## src/sv/lms_eq_pkg.sv

```systemverilog
package lms_eq_pkg;

    localparam int DefaultNumTaps = 256;
    localparam int SampleW        = 16;
    localparam int TapW           = 24;
    localparam int StepW          = 16;
    localparam int ErrW           = 17;
    localparam logic [StepW-1:0] StepReset = 16'd13422;

    typedef enum logic [2:0] {
        ST_CLEAR,
        ST_IDLE,
        ST_MAC,
        ST_OUT,
        ST_UPD
    } eq_state_t;

    // control from sequencer to datapath
    typedef struct packed {
        logic acc_clear;
        logic acc_en;
        logic out_load;
        logic err_load;
        logic upd_en;
    } eq_ctrl_t;

endpackage

```

## src/sv/lms_eq_ctrl.sv

```systemverilog
module lms_eq_ctrl #(
    parameter int NumTaps = lms_eq_pkg::DefaultNumTaps,
    localparam int AddrW = $clog2(NumTaps)
) (
    input  logic                  clk,
    input  logic                  rst_n,
    input  logic                  in_xfer,
    input  logic                  train,
    input  logic                  out_busy,
    output logic                  ready,
    output logic                  clearing,
    output logic [AddrW-1:0]      idx,
    output logic                  is_train,
    output lms_eq_pkg::eq_ctrl_t  ctrl
);

    lms_eq_pkg::eq_state_t state_reg, state_next;
    logic [AddrW-1:0] cnt_reg, cnt_next;
    logic             vld_reg, vld_next;
    logic             vld_d_reg;
    logic             train_reg, train_next;
    logic             last;

    assign last = (cnt_reg == AddrW'(NumTaps - 1));

    // next state
    always_comb
    begin
        state_next = state_reg;
        cnt_next   = cnt_reg;
        vld_next   = 1'b0;
        train_next = train_reg;
        case (state_reg)
            lms_eq_pkg::ST_CLEAR:
            begin
                cnt_next = cnt_reg + 1'b1;
                if (last)
                begin
                    state_next = lms_eq_pkg::ST_IDLE;
                end
            end
            lms_eq_pkg::ST_IDLE:
            begin
                cnt_next = '0;
                if (in_xfer)
                begin
                    train_next = train;
                    vld_next   = 1'b1;
                    state_next = lms_eq_pkg::ST_MAC;
                end
            end
            lms_eq_pkg::ST_MAC:
            begin
                cnt_next = cnt_reg + 1'b1;
                if (last)
                begin
                    state_next = lms_eq_pkg::ST_OUT;
                end
                else
                begin
                    vld_next = 1'b1;
                end
            end
            lms_eq_pkg::ST_OUT:
            begin
                // wait for the last product to land and the output slot to free
                if (!out_busy && !vld_d_reg)
                begin
                    cnt_next = '0;
                    if (train_reg)
                    begin
                        vld_next   = 1'b1;
                        state_next = lms_eq_pkg::ST_UPD;
                    end
                    else
                    begin
                        state_next = lms_eq_pkg::ST_IDLE;
                    end
                end
            end
            lms_eq_pkg::ST_UPD:
            begin
                cnt_next = cnt_reg + 1'b1;
                if (last)
                begin
                    state_next = lms_eq_pkg::ST_IDLE;
                end
                else
                begin
                    vld_next = 1'b1;
                end
            end
            default:
            begin
                state_next = lms_eq_pkg::ST_IDLE;
            end
        endcase
    end

    // outputs; read data is registered, so it arrives in the cycle after its address
    always_comb
    begin
        ready          = (state_reg == lms_eq_pkg::ST_IDLE);
        clearing       = (state_reg == lms_eq_pkg::ST_CLEAR);
        ctrl.acc_clear = in_xfer && (state_reg == lms_eq_pkg::ST_IDLE);
        ctrl.acc_en    = vld_d_reg && (state_reg == lms_eq_pkg::ST_MAC
                                       || state_reg == lms_eq_pkg::ST_OUT);
        ctrl.out_load  = (state_reg == lms_eq_pkg::ST_OUT) && !out_busy && !vld_d_reg;
        ctrl.err_load  = ctrl.out_load;
        ctrl.upd_en    = vld_d_reg && (state_reg == lms_eq_pkg::ST_UPD
                                       || state_reg == lms_eq_pkg::ST_IDLE);
    end

    assign idx       = cnt_reg;
    assign is_train  = train_reg;

    always_ff @(posedge clk or negedge rst_n)
    begin
        if (!rst_n)
        begin
            state_reg <= lms_eq_pkg::ST_CLEAR;
            cnt_reg   <= '0;
            vld_reg   <= 1'b0;
            vld_d_reg <= 1'b0;
            train_reg <= 1'b0;
        end
        else
        begin
            state_reg <= state_next;
            cnt_reg   <= cnt_next;
            vld_reg   <= vld_next;
            vld_d_reg <= vld_reg;
            train_reg <= train_next;
        end
    end

endmodule

```

## config.mk

```make
export PLATFORM = sky130hd
export DESIGN_NAME = lms_eq_ctrl
export DESIGN_NICKNAME = d
export VERILOG_FILES = /design/src/sv/lms_eq_pkg.sv /design/src/sv/lms_eq_ctrl.sv
export SDC_FILE = /design/constraint.sdc
export NUM_CORES = 1
export LEC_CHECK = 0
export BUFFER_PORTS_ARGS = -buffer_cell sky130_fd_sc_hd__buf_4
export CELL_PAD_IN_SITES_DETAIL_PLACEMENT = 0
export CELL_PAD_IN_SITES_GLOBAL_PLACEMENT = 1
export CORE_AREA = 2 2 47 59
export CTS_CLUSTER_DIAMETER = 100
export CTS_CLUSTER_SIZE = 25
export DETAILED_ROUTE_END_ITERATION = 8
export DIE_AREA = 0 0 49 61
export PLACE_DENSITY = 0.76
export SLEW_MARGIN = 15
export SYNTH_ARGS = -nofsm -noshare
export SYNTH_HDL_FRONTEND = slang
export SYNTH_SLANG_ARGS = --single-unit
```

## constraint.sdc

```tcl
create_clock -name clk -period 1.3 [get_ports clk]
set_input_delay 0.13 -clock clk [delete_from_list [all_inputs] [get_ports clk]]
set_output_delay 0.13 -clock clk [all_outputs]
set_load 0.005 [all_outputs]
```

==> results.toml <==
[synthesis]
muxShareOfSynthArea = 0.0143
synth_area_leaders = "dfrtp_1 (45%), o21ai_0 (3.8%), nor2_1 (3.8%)"
avgSynthCellArea_um2 = 9.48
syn_area_um2 = 787
ys_seq_elements = 14
synthSimpleGateAreaFrac = 0.248
synth_adder_area_share = 0.0159
async_flop_share = 1.00
synthXorXnorAreaFrac = 0.0445
yosysTopAreaCellShare = 0.445
seq_area_frac_synth = 0.445
dominantRegCellSynth = "dfrtp_1"
synthCells = 83
synth_cell_type_count = 33
synth_warnings = 0
synth_compound_area_frac = 0.191
synthesis.nets = 89
yosys.area.top_type = "dfrtp_1"
synth_top_family_by_area = "simple AND/OR/NAND/NOR gates"
synth_edf_count = 0

[floorplanning]
num_rows = 20
initial_core_util = 0.324
die_w_um = 49
core-area_mm2 = 0.00243
die_y_um = 61
io_pins = 21
dieArea_mm2 = 0.00299

[global_route]
antenna_found_initial = 0
grt_usage = 0.137
grt_overflow = 0
first_global_vias = 707
grt_max_degree = 15
grt_pass1_wl_mm = 3.05

[drt]
firstDrtPassIters = 4
vias = 805
wire_per_inst_um = 12.5
finalWirelength_mm = 2.05
post-route-drc-count = 0
ant_nets = 0
via_per_inst = 4.91
initialDrtViolationCount = 9

[setup_path]
regToRegEndpoint = "idx[5]"
required_ns = 1.17
reg2reg_slack_ns = -0.05
worstReg2RegStart = "state_reg[0]"
critical_path_class = "flop to primary output"
cp-start-kind = "flop"
cp_cell_sequence = "nor2b_2 > and3_4 > buf_4"
critPathArrivalTime_ns = 1.25
cp_max_fo = 5
critical_path.slowest_cell = "dfrtp_2"
critPathCaptureType = "primary output"
max_stage_delay_ns = 0.41
reg2reg_depth = 5

[timing]
fmax_ghz = 0.722
finalCritPeriodShare = 1.07
tightestPinTransition_ns = 0.265
rsz0062_at_grt = "yes"
skew_ns = 0.00198
setup_viol = 8
slew_headroom = 0.823
hold_viol = 0
fin_crit_ns = 1.38
slew_violations = 0
fin_tns_setup_ns = -0.416
final.setup.worst_slack_ns = -0.0847

[clock_tree]
htreeDepth = 1
clkLatencyLatePin_ns = 0.27
clk_path_buf_depth = 2
numCtsBuffers = 3
path_clk_slew_ns = 0.08
cts_tree = "done"
clockRootBuffer = "clkbuf_4"
clock_sinks = 14

[placed_design]
pre_cts_slack_ns = 0.00364
hpwlAfterDp_mm = 1.38
dpl.cell_count = 150
place.gp.congestion = 0.768
io_buffer_count = 20

[worst_hold_path]
holdPathEnd = "is_train"
hold_class = "primary input to flop"
hp-start = "train"
holdPathStages = 3

[finish]
largest_reg_flops = 8
n_antenna_cell = 0
final_cells = 164
final_core_util = 0.541
drive_gt1_frac = 0.580
layout_common_cells = "buf_4 (39), dfrtp_1 (11), buf_6 (8)"
final_common_cell = "buf_4"
nets = 139
syn2layout_area_growth_pct = 66.8

[power]
totalPowerFinal_mw = 2.70
power.density_mw_per_mm2 = 2060
ir_drop_mv = 1.29
p_leak_nw = 0.637

[run]
max-cap-violations = 0

[outcome]
violations = "negative setup slack"
status = "complete, but fails checks"
## critical path, delay by kind of cell, from the launching register on
kind | cells | cell delay [ns]
simple gates | 2 | 0.47
flops | 1 | 0.41
buf+inv | 1 | 0.10
## final cells by class
cell class	instances	area (um^2)
clock buffer	3	22.5
fill	231	1110
inverter	1	3.75
multi-input combinational	64	493
sequential	14	354
tap	33	41.3
timing repair buffer	49	398
## power breakdown
group	leakage, nW	total (mW)	internal (mW)	switching, mW
registers	0.180	0.725	0.573	0.152
logic	0.443	1.74	0.998	0.744
clock network	0.0138	0.236	0.107	0.129
## synthesized netlist by cell type, types with 2 or more instances
cell	count
a21o_1	2
and2_1	3
o21ai_0	6
xnor2_1	2
or3_1	2
and3_1	3
dfrtp_1	14
nand2_1	5
nor3_1	2
a31oi_1	3
xor2_1	2
buf_2	2
a21oi_1	4
nand3_1	4
nor2_1	8
nor2b_1	3
a22oi_1	2
## per-layer routing
layer  part of all wire  vias to the layer above  global-route usage
met1               0.43                      392               0.179
met5                  0                        -                   0
li1                   -                      395                   -
met3              0.029                        4              0.0148
met2               0.53                       14               0.223
met4              0.015                        0              0.0857
## repair_timing
action,CTS,global route
buffers inserted,7,2
pin swaps,5,4
gates cloned,0,1
setup endpoints to repair,9,15
resized for setup,16,19
hold buffers,1,0
endpoints found under the hold margin,14,0
## cells by family (layout without fill, tap and decap cells)
kind of cell / count (synthesis) / count (layout)
adder cells (fa/ha/maj): 1 / 1
AND/OR/NAND/NOR: 36 / 36
AO/OA/AOI/OAI: 22 / 22
buffers and inverters: 5 / 53
XOR/XNOR: 4 / 4
flip-flops: 14 / 14
multiplexers: 1 / 1
## worst max path at each step
stage,startpoint,end,slack (ns),cells past startpoint
global placement,state_reg[1],state_reg[0],0.01,4
CTS,state_reg[2],ctrl[0],-0.10,4
floorplan,state_reg[1],vld_reg,0.03,4
global route,state_reg[0],ctrl[1],-0.14,3
detailed placement,state_reg[0],vld_reg,0.004,3
finish,state_reg[0],ctrl[2],-0.08,3
## per-stage QoR
step | instance area, um^2 | hold slack, ns
2_1_floorplan | 787 | -0.166
3_3_place_gp | 1080 | -0.0109
3_5_place_dp | 1080 | -0.0105
4_1_cts | 1230 | 0.0650
5_1_grt | 1310 | 0.0799
6_report | 1310 | 0.0672
(Power assumes the default switching activity.)
